<file path="src/rtl/iis_pkg.sv">
// Shared constants and types for the integral image stream block.
package iis_pkg;

  localparam int MAX_WIDTH  = 1024;
  localparam int MAX_HEIGHT = 1024;

  localparam int COL_W   = $clog2(MAX_WIDTH);
  localparam int ROW_W   = $clog2(MAX_HEIGHT);
  localparam int DIM_W   = 11;
  localparam int PIX_W   = 8;
  localparam int CSUM_W  = 18;
  localparam int INTEG_W = 28;

  localparam int APB_AW = 3;
  localparam int APB_DW = 32;

  typedef logic [APB_AW-3:0] reg_idx_t;
  localparam reg_idx_t REG_FRAME_WIDTH  = 1'b0;
  localparam reg_idx_t REG_FRAME_HEIGHT = 1'b1;

  localparam logic [DIM_W-1:0] DIM_RESET = 11'd1024;

  // Scan position of the pixel about to be taken
  typedef struct packed {
    logic [COL_W-1:0] col;
    logic             first_row;
    logic             first_col;
    logic             row_end;
    logic             frame_end;
  } iis_pos_t;

endpackage

</file>
<file path="src/rtl/iis_scan.sv">
// Column and row counters that mark row and frame ends.
module iis_scan (
  input  logic                      clk,
  input  logic                      rst_n,
  input  logic                      advance,
  input  logic [iis_pkg::DIM_W-1:0] frame_width,
  input  logic [iis_pkg::DIM_W-1:0] frame_height,
  output iis_pkg::iis_pos_t         pos
);
  import iis_pkg::*;

  localparam logic [DIM_W-1:0] MAX_W_D = DIM_W'(MAX_WIDTH);
  localparam logic [DIM_W-1:0] MAX_H_D = DIM_W'(MAX_HEIGHT);

  logic [COL_W-1:0] col_r, col_nxt;
  logic [ROW_W-1:0] row_r, row_nxt;
  logic [DIM_W-1:0] w_eff, h_eff;
  logic [COL_W:0]   col_inc;
  logic [ROW_W:0]   row_inc;
  logic             rend, fend;

  always_comb begin
    if (frame_width == '0) begin
      w_eff = DIM_W'(1);
    end else if (frame_width > MAX_W_D) begin
      w_eff = MAX_W_D;
    end else begin
      w_eff = frame_width;
    end
    if (frame_height == '0) begin
      h_eff = DIM_W'(1);
    end else if (frame_height > MAX_H_D) begin
      h_eff = MAX_H_D;
    end else begin
      h_eff = frame_height;
    end
  end

  assign col_inc = {1'b0, col_r} + (COL_W+1)'(1);
  assign row_inc = {1'b0, row_r} + (ROW_W+1)'(1);
  assign rend    = 32'(col_inc) >= 32'(w_eff);
  assign fend    = rend && (32'(row_inc) >= 32'(h_eff));

  always_comb begin
    col_nxt = col_r;
    row_nxt = row_r;
    if (advance) begin
      if (rend) begin
        col_nxt = '0;
        row_nxt = fend ? '0 : row_inc[ROW_W-1:0];
      end else begin
        col_nxt = col_inc[COL_W-1:0];
      end
    end
  end

  always_ff @(posedge clk) begin
    if (!rst_n) begin
      col_r <= '0;
      row_r <= '0;
    end else begin
      col_r <= col_nxt;
      row_r <= row_nxt;
    end
  end

  assign pos.col       = col_r;
  assign pos.first_row = (row_r == '0);
  assign pos.first_col = (col_r == '0);
  assign pos.row_end   = rend;
  assign pos.frame_end = fend;

endmodule

</file>
<file path="config.mk">
export PLATFORM = sky130hd
export DESIGN_NAME = iis_scan
export DESIGN_NICKNAME = d
export VERILOG_FILES = /design/src/rtl/iis_pkg.sv /design/src/rtl/iis_scan.sv
export SDC_FILE = /design/constraint.sdc
export NUM_CORES = 1
export LEC_CHECK = 0
export BUFFER_PORTS_ARGS = -buffer_cell sky130_fd_sc_hd__buf_2
export CORE_ASPECT_RATIO = 1.75
export CORE_MARGIN = 1
export CORE_UTILIZATION = 60
export CTS_CLUSTER_SIZE = 20
export DETAILED_ROUTE_END_ITERATION = 16
export PLACE_DENSITY = 0.86
export SYNTH_ARGS = -nofsm -noshare
export SYNTH_HDL_FRONTEND = slang
export SYNTH_SLANG_ARGS = --single-unit
</file>
<file path="constraint.sdc">
create_clock -name clk -period 5.2 [get_ports clk]
set_clock_uncertainty 0.2 [all_clocks]
set_input_delay 0.52 -clock clk [delete_from_list [all_inputs] [get_ports clk]]
set_output_delay 0.52 -clock clk [all_outputs]
set_load 0.02 [all_outputs]
</file>
==> run summary <==
Initial antenna violation count -> 0
GRT Residual Overflow -> 0
Worst Max-Slew Pin Slew -> 901.6 ps
FILL cells -> 279
Core Area -> 0.002993 mm²
CTS tree -> built
Gate Count Post-Synth -> 251
Worst hold path class -> reg2reg
Count of final hold-check violations -> 0
Multi-input gate area -> 0.001381 mm²
Routed len/inst -> 14.13 µm
CTS sink count -> 20
Full die area -> 0.003431 mm²
Largest net degree at the start of global routing -> 17
Root Driver -> clkbuf_8
Layout cell share with drive strength beyond 1 -> 0.1805
FF/Latch Area -> 400.4 µm²
Clock-pin slew on the worst setup and hold paths -> 70 ps
Max-slew headroom -> 0.3989
Reg2Reg Depth -> 11
Register area share after synthesis -> 0.2090
Power, Total -> 339.2 µW
Final min period -> 3941 ps
RR Endpoint -> row_r[3]
Die height -> 76.75 µm
Peak supply drop -> 0.1624 mV
Synth top area share -> 0.2090
Antenna cells -> 0
Most common cell after layout, fill and taps aside -> buf_2
Worst hold path depth -> 2
DP HPWL -> 3627 µm
CP Max Fanout -> 11
YS warnings -> 0
Clock Latency Late Sink -> 260 ps
Synth top area cells -> dfxtp_1 (21%), ha_1 (17%), nand2_1 (7.1%)
Port bufs -> 38
CP startpoint kind -> flop
Cell Rows -> 26
Post-CTS Resized -> 0
Fmax -> 0.2538 GHz
Mapped cell area -> 0.001916 mm²
Syn_nets -> 302
Final Max Slew Viols -> 0
Largest area contributor in the netlist -> dfxtp_1
Vias in the first global route -> 1845
Part of the cycle the worst path needs -> 0.7579
Detailed router's first-iteration violation count -> 33
Worst r2r src -> col_r[2]
Data arrival, critical path -> 3220 ps
# hold bufs at CTS -> 0
Final setup violation count -> 0
Drt total wl -> 4507 µm
Commonest cells after routing, fill and taps aside -> buf_2 (38), nand2_1 (36), ha_1 (26)
Routability Congestion -> 0.8703
Distinct cell type count of the synthesized netlist -> 42
Via density -> 5.903
Crit path kind -> reg2out
First-pass GRT wire length -> 7583 µm
Yosys reg bits -> 20
R2R setup slack -> 1470 ps
CTS Buffer Depth -> 2
Hold endpoint -> row_r[9]
Worst setup EP type -> output pin
DRC errors left -> 0
Post-CTS setup repair buffer count -> 0
Hold_sp -> row_r[9]
CTS buffer count -> 3
Via Count -> 1883
GRT Overall Usage -> 0.2895
H-Tree Depth -> 1
Initial Util -> 0.6401
Post-detailed-route count of antenna-violating nets -> 0
Syn-to-layout area delta -> 10.71%
Max Cap Violations -> 0
P per Cell Area -> 160.0 mW/mm²
Die Width -> 44.71 µm
Status -> finished, final reports clean
Setup TNS -> 0 ps
Top Ports -> 39
Worst Path Required -> 4480 ps
P_leak -> 0.9688 nW
Drt first pass iters -> 5
Nets -> 329
RSZ-0062 raised after global routing -> no
Syn_area_per_cell -> 7.632 µm²
==> kinds of logic after synthesis <==
kind of cell	count (synthesis)	synth area share
compound gates	49	0.1574
xor+xnor	16	0.07708
fa+ha+maj	26	0.1698
buf+inv	27	0.06988
flops	20	0.2090
mux	1	0.005226
simple gates	112	0.3116
==> how the worst max path moves through the flow <==
stage               cells past startpoint  startpoint        to  slack [ps]
floorplan                              14    col_r[2]    pos[1]        1860
global placement                       11    col_r[2]    pos[1]        1580
detailed placement                     11    col_r[2]  row_r[3]        1560
CTS                                    11    col_r[0]    pos[1]        1280
global route                           11    col_r[0]    pos[1]         960
finish                                 11    col_r[0]    pos[1]        1260
==> layer usage <==
| layer | vias to the layer above | global-route usage | wire [µm] |
|---|---|---|---|
| li1 | 947 | - | - |
| met1 | 857 | 0.2695 | 1606 |
| met2 | 65 | 0.5618 | 2581 |
| met3 | 14 | 0.03294 | 187 |
| met4 | 0 | 0.1485 | 132 |
| met5 | - | 0 | 0 |
==> sequential cells by signal, indices dropped and copies added, names as in the netlist <==
name / count
col_r: 10
row_r: 10
==> layout make-up <==
cell class                      instances  share of cell area
Clock buffer                            4             0.02596
Timing Repair Buffer                   38             0.08968
Sequential cell                        20              0.1888
Multi-Input combinational cell        204              0.6513
Tap cell                               42             0.02478
Inverter                               11             0.01947
==> Yosys cell counts (all sizes together) <==
cell type	number
inv	9
a32o	5
dfxtp	20
or3	2
o21ai	12
xnor2	8
and3	6
xor2	8
nand3	20
nor3b	3
a2111o	1
a2111oi	1
clkbuf	7
a21o	2
mux2i	1
nand2b	2
nand2	36
nor2b	2
o21a	4
nor4	10
a21oi	22
or2	2
clkinv	2
nand4	4
or2b	1
nand3b	3
and2	1
buf	9
nor3	8
nor2	12
ha	26
a31oi	2
==> worst max-delay path: stages (launching register included) <==
cell and delay (ps):
dfxtp_1 480, ha_1 310, nand4_1 210, nor2_1 200, xor2_1 220, ha_1 280
a21oi_1 130, o21ai_0 90, a21oi_1 210, and2_1 490, inv_2 140, buf_2 190
==> report_power, final <==
part / switching [mW] / internal [mW]
sequential: 0.00351 / 0.155
clock: 0.0504 / 0.0674
combinational: 0.0384 / 0.0248
==> metrics by stage <==
step	area, µm²	cells	setup WS [ps]	hold slack [ps]	util
CTS	2121	319	1279	312.8	0.7086
detailed placement	2066	315	1557	303.1	0.6902
global route	2121	319	962.4	354.7	0.7086
floorplan	1916	251	1865	269.5	-
finish	2121	319	1259	314.0	0.7086
global placement	2066	315	1580	292.2	0.6902
Note: power is estimated with default switching activity, not from simulation.
