File: config.mk
export PLATFORM = sky130hd
export DESIGN_NAME = iis_accum
export DESIGN_NICKNAME = d
export VERILOG_FILES = /design/src/rtl/iis_pkg.sv /design/src/rtl/iis_accum.sv
export SDC_FILE = /design/constraint.sdc
export NUM_CORES = 1
export LEC_CHECK = 0
export BUFFER_PORTS_ARGS = -buffer_cell sky130_fd_sc_hd__buf_2
export CAP_MARGIN = 20
export CORE_MARGIN = 2
export CORE_UTILIZATION = 55
export DETAILED_ROUTE_END_ITERATION = 16
export HOLD_SLACK_MARGIN = 0.15
export PLACE_DENSITY_LB_ADDON = 0.15
export SLEW_MARGIN = 20
export SYNTH_ARGS = -nofsm -noshare
export SYNTH_HDL_FRONTEND = slang
export SYNTH_SLANG_ARGS = --single-unit
File: constraint.sdc
create_clock -name clk -period 5 [get_ports clk]
set_input_delay 0.5 -clock clk [delete_from_list [all_inputs] [get_ports clk]]
set_output_delay 0.5 -clock clk [all_outputs]
set_load 0.03 [all_outputs]
File: src/rtl/iis_pkg.sv
// Shared constants and types for the integral image stream block.
package iis_pkg;

  localparam int MAX_WIDTH  = 1024;
  localparam int MAX_HEIGHT = 1024;

  localparam int COL_W   = $clog2(MAX_WIDTH);
  localparam int ROW_W   = $clog2(MAX_HEIGHT);
  localparam int DIM_W   = 11;
  localparam int PIX_W   = 8;
  localparam int CSUM_W  = 18;
  localparam int INTEG_W = 28;

  localparam int APB_AW = 3;
  localparam int APB_DW = 32;

  typedef logic [APB_AW-3:0] reg_idx_t;
  localparam reg_idx_t REG_FRAME_WIDTH  = 1'b0;
  localparam reg_idx_t REG_FRAME_HEIGHT = 1'b1;

  localparam logic [DIM_W-1:0] DIM_RESET = 11'd1024;

  // Scan position of the pixel about to be taken
  typedef struct packed {
    logic [COL_W-1:0] col;
    logic             first_row;
    logic             first_col;
    logic             row_end;
    logic             frame_end;
  } iis_pos_t;

endpackage

File: src/rtl/iis_accum.sv
// Column-sum update, row accumulation and output register.
module iis_accum (
  input  logic                        clk,
  input  logic                        rst_n,
  input  logic                        take,
  input  logic [iis_pkg::PIX_W-1:0]   pixel,
  input  iis_pkg::iis_pos_t           pos,
  output logic                        stage_ready,
  input  logic [iis_pkg::CSUM_W-1:0]  ram_rdata,
  output logic                        ram_we,
  output logic [iis_pkg::COL_W-1:0]   ram_waddr,
  output logic [iis_pkg::CSUM_W-1:0]  ram_wdata,
  output logic                        out_valid,
  input  logic                        out_ready,
  output logic [iis_pkg::INTEG_W-1:0] out_integral_value,
  output logic                        out_row_end,
  output logic                        out_frame_end
);
  import iis_pkg::*;

  logic                s1_v_r, s1_v_nxt;
  iis_pos_t            s1_pos_r;
  logic [PIX_W-1:0]    s1_pix_r;
  logic                fwd_r;
  logic [CSUM_W-1:0]   fwd_data_r;
  logic [INTEG_W-1:0]  left_r;
  logic                out_v_r, out_v_nxt;
  logic [INTEG_W-1:0]  out_integ_r;
  logic                out_rend_r, out_fend_r;
  logic                s1_adv;
  logic [CSUM_W-1:0]   base, csum;
  logic [INTEG_W-1:0]  integ;

  assign s1_adv      = s1_v_r && (!out_v_r || out_ready);
  assign stage_ready = !s1_v_r || s1_adv;

  // Take the column sum just written when the RAM read raced it
  always_comb begin
    if (s1_pos_r.first_row) begin
      base = '0;
    end else if (fwd_r) begin
      base = fwd_data_r;
    end else begin
      base = ram_rdata;
    end
    csum  = base + CSUM_W'(s1_pix_r);
    integ = s1_pos_r.first_col ? INTEG_W'(csum) : left_r + INTEG_W'(csum);
  end

  always_comb begin
    s1_v_nxt = s1_v_r;
    if (take) begin
      s1_v_nxt = 1'b1;
    end else if (s1_adv) begin
      s1_v_nxt = 1'b0;
    end
    out_v_nxt = out_v_r;
    if (s1_adv) begin
      out_v_nxt = 1'b1;
    end else if (out_ready) begin
      out_v_nxt = 1'b0;
    end
  end

  always_ff @(posedge clk) begin
    if (!rst_n) begin
      s1_v_r  <= 1'b0;
      out_v_r <= 1'b0;
    end else begin
      s1_v_r  <= s1_v_nxt;
      out_v_r <= out_v_nxt;
    end
  end

  always_ff @(posedge clk) begin
    if (take) begin
      s1_pos_r   <= pos;
      s1_pix_r   <= pixel;
      fwd_r      <= s1_adv && (s1_pos_r.col == pos.col);
      fwd_data_r <= csum;
    end
    if (s1_adv) begin
      left_r      <= integ;
      out_integ_r <= integ;
      out_rend_r  <= s1_pos_r.row_end;
      out_fend_r  <= s1_pos_r.frame_end;
    end
  end

  assign ram_we    = s1_adv;
  assign ram_waddr = s1_pos_r.col;
  assign ram_wdata = csum;

  assign out_valid          = out_v_r;
  assign out_integral_value = out_integ_r;
  assign out_row_end        = out_rend_r;
  assign out_frame_end      = out_fend_r;

endmodule

==> results of run 1 <==
==> final cells by class <==
type	count	area share (%)
clock inverters	6	2.06
clock buffers	10	2.28
multi-input cells	331	42.2
repair buffers	118	11.2
well taps	105	2.35
inverters	16	1.07
flip-flops and latches	73	38.8
==> placed cells by master (no fill, tap or decap), types with 4 or more instances in the layout <==
cell / Yosys / layout
mux2i_1: 18 / 18
buf_4: 10 / 14
xor2_1: 10 / 10
xnor2_1: 26 / 26
a21oi_1: 25 / 25
a211oi_1: 10 / 10
o21a_1: 6 / 6
o31ai_1: 4 / 4
nand2_1: 25 / 25
a21o_1: 9 / 9
nor2_1: 43 / 43
o21ai_0: 22 / 22
mux2_2: 13 / 13
inv_1: 16 / 16
buf_2: 2 / 104
ha_1: 27 / 27
nand4_1: 7 / 7
edfxtp_1: 71 / 71
nand3_1: 18 / 18
clkbuf_8: 0 / 9
or3_1: 5 / 5
and3_1: 4 / 4
nor2b_1: 7 / 6
==> through the flow <==
stage | setup slack [ns] | total power (W) | instances | cell area (um2)
final | 0.271 | 0.00219 | 659 | 5600
after detailed placement | 0.165 | 0.00162 | 640 | 5320
after CTS | 0.112 | 0.00219 | 656 | 5570
after global placement | 0.282 | 0.00160 | 640 | 5320
after floorplan | 0.0207 | 0.00141 | 440 | 4710
after global routing | 0.0113 | 0.00231 | 659 | 5600
==> critical path: stages, from the launching register on <==
cell	delay [ns]
edfxtp_1	0.41
buf_4	0.19
mux2i_1	0.12
nor2_1	0.09
ha_1	0.21
inv_1	0.07
fa_1	0.40
nor2b_1	0.20
o31a_1	0.22
o2111ai_1	0.27
a211oi_2	0.24
xor2_1	0.12
ha_1	0.43
a21o_1	0.15
a211oi_1	0.08
o2bb2ai_1	0.20
a311o_1	0.41
a211oi_1	0.31
mux2_1	0.35
==> kinds of logic after synthesis <==
family                     share of synthesized area, %
buffers and inverters                              3.88
adders and majority gates                          8.03
DFF                                                46.1
and+or+nand+nor                                    13.2
AOI/OAI and AO/OA                                  14.6
muxes                                              7.41
xor gates and xnor gates                           6.70
==> cell usage after synthesis, drive strengths merged, types with 2 or more instances <==
cell    count  share of area, %
xnor2      26               4.8
xor2       10               1.9
clkbuf      4              0.32
mux2       15               3.6
mux2i      18               3.8
a21o        9               1.4
a211o       2              0.37
or2         3              0.40
buf        16               2.3
and2        3              0.40
o21bai      3              0.48
nor4        3              0.40
a211oi     11               1.9
inv        16               1.3
nor2b       7              0.93
fa          2              0.85
nor2       43               3.4
o211ai      4              0.74
nand3      19               2.1
o21a        6              0.96
a31oi       2              0.27
nand3b      3              0.48
nand2b      2              0.27
and3        4              0.53
o211a       2              0.43
or3         5              0.66
edfxtp     71                45
ha         27               7.2
dfxtp       2              0.85
o21ai      25               2.7
nand4       7              0.93
nor3        3              0.32
a21oi      26               2.8
nand2      25               2.0
o31ai       4              0.64
==> sequential cells by signal, summed over array words and instances (netlist names) <==
register,flops
out_valid,1
s1_v_r,1
out_integral_value,28
fwd_r,1
s1_pos_r,4
fwd_data_r,18
s1_pix_r,8
out_frame_end,1
out_row_end,1
ram_waddr,10
==> final timing paths <==
kind                                       startpoint                              endpoint  slack (ns)  cells past startpoint
worst min-delay path                         pixel[7]                 s1_pix_r[7]$_DFFE_PP_        0.32                      1
worst max register to register        fwd_r$_DFFE_PP_  out_integral_value[25]$_SDFFCE_PP0P_        0.27                     18
worst max-delay path                  fwd_r$_DFFE_PP_  out_integral_value[25]$_SDFFCE_PP0P_        0.27                     18
worst min register to register  s1_pos_r[0]$_DFFE_PP_               out_frame_end$_DFFE_PP_        0.44                      0
==> power by group <==
group          switching (W)  internal (W)
logic               0.000506      0.000316
clock network       0.000230      0.000335
registers          0.0000399      0.000759
==> metal layers <==
metal	wire length (um)	track usage, %	vias up
met5	0	0	-
met4	108	6.69	0
met3	507	3.26	13
met2	5350	41.9	105
met1	5210	33.1	1796
li1	-	-	1848
==> timing repair <==
item / 4_1_cts / 5_1_grt
endpoints found under the setup margin: 0 / 7
resized for setup: 0 / 1
buffers inserted: 0 / 3
hold endpoints to repair: 0 / 0
==> run summary, run 1 <==
via/cell ratio = 5.71
CTS tree = yes
clock latency on the worst-skew pair = 0.34 ns
Worst Setup Start Kind = register
routed wire length per instance = 17.0 um
Slew Limit Fails = 0
final core occ = 67.8%
# setup viols final = 0
Final Skew = 0.0164 ns
initial antenna violation count = 0
Synth Flop Type = edfxtp_1
synth unique cells = 57
# clock sinks = 73
Max-slew headroom = 37.0%
outcome = completed
syn avg cell area = 10.7 um2
std cell rows = 33
worst-path fanout max = 8
Seq/Total Area, Yosys = 46.1%
Crit path arrival time = 4.83 ns
final wirelength = 11200 um
fin crit period = 4.73 ns
total negative setup slack = 0 ns
H-tree depth = 3
CP endpoint kind = register
die area = 9320 um2
ANT cells = 0
final hold vios = 0
core area = 8260 um2
Die W = 96.5 um
IO buf count = 104
register area = 2170 um2
GRT Total Usage = 24.6%
#FFs+latches synth = 73
vias in the first global route = 3666
mapped cell area = 4710 um2
min-delay worst type = in -> reg
fill count = 698
RSZ-0062 raised after global routing = no
Warnings, synthesis = 0
Die H = 96.5 um
Mapped Cells = 440
Leak = 2.34 nW
share of layout cells above drive strength 1 = 28.5%
clock-pin slew on the worst setup and hold paths = 0.09 ns
hold buffer count at CTS = 0
via count = 3762
Layout Nets = 622
Final Cycle Share = 94.6%
first-pass GRT wire length = 17400 um
CTS Buf Count = 9
Worst EP required = 5.10 ns
grt ovf = 0
Max VDD drop = 0.329 mV
CP Class = reg -> reg
antenna-violating nets left = 0
DRC viols = 0
post-DP HPWL = 8640 um
Clock Path Buffers = 2
Hold WS = 0.325 ns
RePlAce Congestion = 0.886
Max Fclk = 211 MHz
number of iterations in the first detailed-routing pass = 5
Post-synth EDFFs = 71
Root Buffer = clkbuf_8
max_cap viols = 0
pin count of the biggest net entering global routing = 43
Initial Util = 57.0%
initial DRC count = 244
Power Density = 391 nW/um2
net count after synthesis = 513
# IOs = 105
Area Growth Syn to Fin = 18.8%
area of the multi-input gates = 2360 um2
FFs w/ async S/R, synth = 0%
Least-Margin Pin Slew = 0.945 ns
(Power assumes the default switching activity.)
==> run 2, diff against run 1 <==
SETUP_SLACK_MARGIN = 0.5   (was not set)
==> run summary, run 2 (synthesized netlist as in run 1, its figures left out) <==
CTS Buf Count = 9 (unchanged)
Root Buffer = clkbuf_8 (unchanged)
via/cell ratio = 5.82 (was 5.71)
worst-path fanout max = 5 (was 8)
clock latency on the worst-skew pair = 0.35 ns (was 0.34 ns)
RePlAce Congestion = 0.888 (was 0.886)
CP endpoint kind = register (unchanged)
Initial Util = 57.0% (unchanged)
final worst slack = 0.540 ns (was 0.271 ns)
Comb power frac = 41.4% (was 37.6%)
GRT Total Usage = 24.4% (was 24.6%)
Power Density = 371 nW/um2 (was 391 nW/um2)
max_cap viols = 0 (unchanged)
# setup viols final = 0 (unchanged)
max reg flops = 28 (unchanged)
Die W = 96.5 um (unchanged)
core area = 8260 um2 (unchanged)
Worst Setup Start Kind = register (unchanged)
Slew Limit Fails = 0 (unchanged)
switching share of power = 37.9% (was 35.5%)
final hold vios = 0 (unchanged)
most frequent cells in the layout = buf_2 (104), edfxtp_1 (71), nor2_1 (41), xnor2_1 (25), nand2_1 (25) (was buf_2 (104), edfxtp_1 (71), nor2_1 (43), ha_1 (27), xnor2_1 (26))
final std cells w/o fill = 671 (was 659)
clock-pin slew on the worst setup and hold paths = 0.09 ns (about the same)
CP Class = reg -> reg (unchanged)
vias in the first global route = 3606 (was 3666)
initial DRC count = 215 (was 244)
routed wire length per instance = 17.4 um (was 17.0 um)
std cell rows = 33 (unchanged)
pin count of the biggest net entering global routing = 43 (unchanged)
fin crit period = 4.46 ns (was 4.73 ns)
Clk pwr share = 22.0% (was 25.9%)
most common cell after layout, fill and taps aside = buf_2 (unchanged)
DRC viols = 0 (unchanged)
Final Cycle Share = 89.2% (was 94.6%)
area of the multi-input gates = 2600 um2 (was 2360 um2)
final wirelength = 11700 um (was 11200 um)
first-pass GRT wire length = 17200 um (was 17400 um)
Flop pwr share = 36.6% (was 36.5%)
ANT cells = 0 (unchanged)
via count = 3906 (was 3762)
sw power = 0.000830 W (was 0.000776 W)
# IOs = 105 (unchanged)
min-delay worst type = in -> reg (unchanged)
Max VDD drop = 0.243 mV (was 0.329 mV)
Worst EP required = 5.11 ns (was 5.10 ns)
H-tree depth = 3 (unchanged)
Setup WS pre-CTS = 0.217 ns (was 0.165 ns)
total negative setup slack = 0 ns (unchanged)
RSZ-0062 raised after global routing = yes (was no)
fill count = 606 (was 698)
Layout Nets = 634 (was 622)
Least-Margin Pin Slew = 1.03 ns (was 0.945 ns)
CTS tree = yes (unchanged)
Crit path arrival time = 4.57 ns (was 4.83 ns)
initial antenna violation count = 0 (unchanged)
Max-slew headroom = 30.9% (was 37.0%)
IO buf count = 104 (unchanged)
grt ovf = 0 (unchanged)
# placed instances = 636 (was 640)
# clock sinks = 73 (unchanged)
Die H = 96.5 um (unchanged)
Clock Path Buffers = 2 (unchanged)
number of iterations in the first detailed-routing pass = 5 (unchanged)
post-DP HPWL = 8120 um (was 8640 um)
Leak = 2.41 nW (was 2.34 nW)
outcome = completed (unchanged)
die area = 9320 um2 (unchanged)
Final Skew = 0.00747 ns (was 0.0164 ns)
antenna-violating nets left = 0 (unchanged)
share of layout cells above drive strength 1 = 37.3% (was 28.5%)
register area = 2170 um2 (unchanged)
Internal = 0.00136 W (was 0.00141 W)
Area Growth Syn to Fin = 25.2% (was 18.8%)
Max Fclk = 224 MHz (was 211 MHz)
[run 2: cell type report]
class | instances | area share [%]
timing repair buffer | 130 | 12.3
clock buffer | 9 | 2.10
inverter | 16 | 1.02
multi-input combinational | 331 | 44.1
sequential | 73 | 36.9
tap | 105 | 2.23
clock inverter | 7 | 1.32
[run 2: path summary, 6_finish.rpt]
check	startpoint	cells past startpoint	end	slack, ns
hold / removal	pixel[1]	1	s1_pix_r[1]$_DFFE_PP_	0.32
setup reg to reg	fwd_r$_DFFE_PP_	16	out_integral_value[25]$_SDFFCE_PP0P_	0.54
hold reg to reg	s1_pos_r[1]$_DFFE_PP_	0	out_row_end$_DFFE_PP_	0.43
setup / recovery	fwd_r$_DFFE_PP_	16	out_integral_value[25]$_SDFFCE_PP0P_	0.54
[run 2: per-layer routing]
metal	GRT usage [%]	part of all wire, %	vias up
met2	39.8	49	134
met1	33.2	44	1879
met5	0	0	-
met4	6.22	1.6	0
met3	5.20	5.8	18
li1	-	-	1875
[run 2: critical path, cell delays in order (launching register included)]
cell and delay [ns]:
edfxtp_1 0.39, buf_6 0.15, buf_6 0.11, mux2i_1 0.14, nor2_1 0.06, ha_1 0.36, nor2b_2 0.18, o31a_1 0.31
buf_4 0.16, a21oi_1 0.44, ha_1 0.31, o21a_1 0.19, and2b_2 0.21, nand3_2 0.13, a311o_1 0.47, a211oi_2 0.29
mux2_4 0.32
[run 2: power groups by stage]
stage	Combinational (W)	Sequential, W	Clock [W]
global route	0.000988	0.000808	0.000513
floorplan	0.000572	0.000846	0
finish	0.000906	0.000801	0.000481
CTS	0.000815	0.000800	0.000488
global placement	0.000786	0.000812	0
detailed placement	0.000803	0.000814	0
[run 2: repair_timing]
item                       in CTS  in global routing
hold buffers                    0                  0
setup buffers                   4                 15
gates resized for setup         4                 38
pin swaps                       2                 19
setup endpoints to repair      10                 15
[run 2: through the flow]
step	total power (W)	hold WS [ns]	util (%)	area (um2)
after floorplan	0.00142	0.400	-	4780
final	0.00219	0.316	71.4	5890
after CTS	0.00210	0.304	67.8	5600
after global placement	0.00160	0.401	64.8	5360
after detailed placement	0.00162	0.412	64.8	5360
after global routing	0.00231	0.296	71.4	5890
==> run 3, diff against run 2 <==
BUFFER_PORTS_ARGS = not set   (was -buffer_cell sky130_fd_sc_hd__buf_2)
CORE_UTILIZATION = 60   (was 55)
DONT_BUFFER_PORTS = 1   (was not set)
==> run summary, run 3 (synthesized netlist as in run 1, its figures left out) <==
via count = 3535 (was 3906)
Crit path arrival time = 4.56 ns (was 4.57 ns)
RSZ-0062 raised after global routing = yes (unchanged)
ANT cells = 0 (unchanged)
final hold vios = 0 (unchanged)
final wirelength = 11500 um (was 11700 um)
area of the multi-input gates = 2660 um2 (was 2600 um2)
CTS Buf Count = 9 (unchanged)
Power Density = 395 nW/um2 (was 371 nW/um2)
Worst Setup Start Kind = register (unchanged)
Max VDD drop = 0.235 mV (was 0.243 mV)
RePlAce Congestion = 0.926 (was 0.888)
Final Skew = 0.0102 ns (was 0.00747 ns)
die area = 8570 um2 (was 9320 um2)
CTS tree = yes (unchanged)
area post-placement = 4910 um2 (was 5360 um2)
Layout Nets = 535 (was 634)
std cell rows = 32 (was 33)
vias in the first global route = 3461 (was 3606)
# IOs = 105 (unchanged)
final core occ = 71.3% (was 71.4%)
Max-slew headroom = 38.0% (was 30.9%)
# clock sinks = 73 (unchanged)
Slew Limit Fails = 0 (unchanged)
Leak = 2.02 nW (was 2.41 nW)
max reg flops = 28 (unchanged)
GRT Total Usage = 26.1% (was 24.4%)
total negative setup slack = 0 ns (unchanged)
Area Growth Syn to Fin = 15.8% (was 25.2%)
max_cap viols = 0 (unchanged)
Die W = 92.6 um (was 96.5 um)
hold buffer count at CTS = 0 (unchanged)
core area = 7650 um2 (was 8260 um2)
total power after layout = 0.00215 W (was 0.00219 W)
H-tree depth = 3 (unchanged)
Initial Util = 61.6% (was 57.0%)
Least-Margin Pin Slew = 0.931 ns (was 1.03 ns)
Die H = 92.6 um (was 96.5 um)
Final Cycle Share = 88.8% (was 89.2%)
Max Fclk = 225 MHz (was 224 MHz)
routed wire length per instance = 20.3 um (was 17.4 um)
CP endpoint kind = register (unchanged)
Worst EP required = 5.12 ns (was 5.11 ns)
antenna-violating nets left = 0 (unchanged)
Root Buffer = clkbuf_8 (unchanged)
share of layout cells above drive strength 1 = 23.8% (was 37.3%)
most common cell after layout, fill and taps aside = edfxtp_1 (was buf_2)
number of iterations in the first detailed-routing pass = 4 (was 5)
grt ovf = 0 (unchanged)
worst-path fanout max = 5 (unchanged)
# setup viols final = 0 (unchanged)
fill count = 546 (was 606)
fin crit period = 4.44 ns (was 4.46 ns)
Clock Path Buffers = 2 (unchanged)
clock latency on the worst-skew pair = 0.36 ns (was 0.35 ns)
most frequent cells in the layout = edfxtp_1 (71), nor2_1 (41), buf_4 (29), xnor2_1 (25), nand2_1 (25) (was buf_2 (104), edfxtp_1 (71), nor2_1 (41), xnor2_1 (25), nand2_1 (25))
register area = 2170 um2 (unchanged)
pin count of the biggest net entering global routing = 43 (unchanged)
DRC viols = 0 (unchanged)
first-pass GRT wire length = 17300 um (was 17200 um)
fin area = 5450 um2 (was 5890 um2)
min-delay worst type = in -> reg (unchanged)
clock-pin slew on the worst setup and hold paths = 0.09 ns (about the same)
initial DRC count = 312 (was 215)
IO buf count = 0 (was 104)
outcome = completed (unchanged)
post-DP HPWL = 7970 um (was 8120 um)
initial antenna violation count = 0 (unchanged)
CP Class = reg -> reg (unchanged)
via/cell ratio = 6.21 (was 5.82)
## run 3: layout make-up
cell class | instances | share of cell area [%]
multi-input cells | 331 | 48.7
flip-flops and latches | 73 | 39.8
repair buffers | 31 | 4.57
well taps | 102 | 2.34
clock buffers | 9 | 2.27
clock inverters | 7 | 1.22
inverters | 16 | 1.10
## run 3: worst paths after layout
kind,from,end,slack (ns),cells after the start
max,fwd_r$_DFFE_PP_,out_integral_value[23]$_SDFFCE_PP0P_,0.56,19
min,pixel[3],s1_pix_r[3]$_DFFE_PP_,0.22,0
max reg2reg,fwd_r$_DFFE_PP_,out_integral_value[23]$_SDFFCE_PP0P_,0.56,19
min reg2reg,s1_pos_r[0]$_DFFE_PP_,out_frame_end$_DFFE_PP_,0.43,0
## run 3: stage by stage
step | hold WS [ns] | cells | worst slack [ns]
floorplan | 0.400 | 440 | 0.379
global placement | 0.401 | 540 | 0.390
detailed placement | 0.412 | 540 | 0.215
CTS | 0.210 | 559 | 0.512
global route | 0.204 | 569 | 0.422
finish | 0.223 | 569 | 0.562
## run 3: per-layer routing
layer / wire length [um] / track usage (%) / vias up
met2: 5530 / 41.9 / 150
met4: 248 / 9.33 / 0
met1: 4720 / 33.6 / 1688
met5: 0 / 0 / -
li1: - / - / 1672
met3: 1040 / 7.97 / 25
## run 3: report_power, final
group,internal (W),switching (W),total (W)
clock,0.000195,0.000266,0.000461
combinational,0.000352,0.000472,0.000824
sequential,0.000760,0.000108,0.000868
## run 3: what timing repair did
action	in CTS	in global routing
setup endpoints to repair	12	14
resized for setup	7	39
setup buffers	3	10
pin swaps	4	15
## run 3: critical path, cell delays in order, from the launching register on
cell and delay (ns):
edfxtp_1 0.42, buf_12 0.16, mux2i_1 0.11, nor2_1 0.10, ha_2 0.21, inv_2 0.04
fa_2 0.36, nor2b_2 0.15, o31a_1 0.28, buf_6 0.16, o21a_1 0.12, nor2_1 0.07
xnor2_2 0.18, ha_4 0.31, nand3_1 0.09, and2b_2 0.29, nand3_2 0.10, a311o_2 0.46
a211oi_2 0.26, mux2_4 0.32
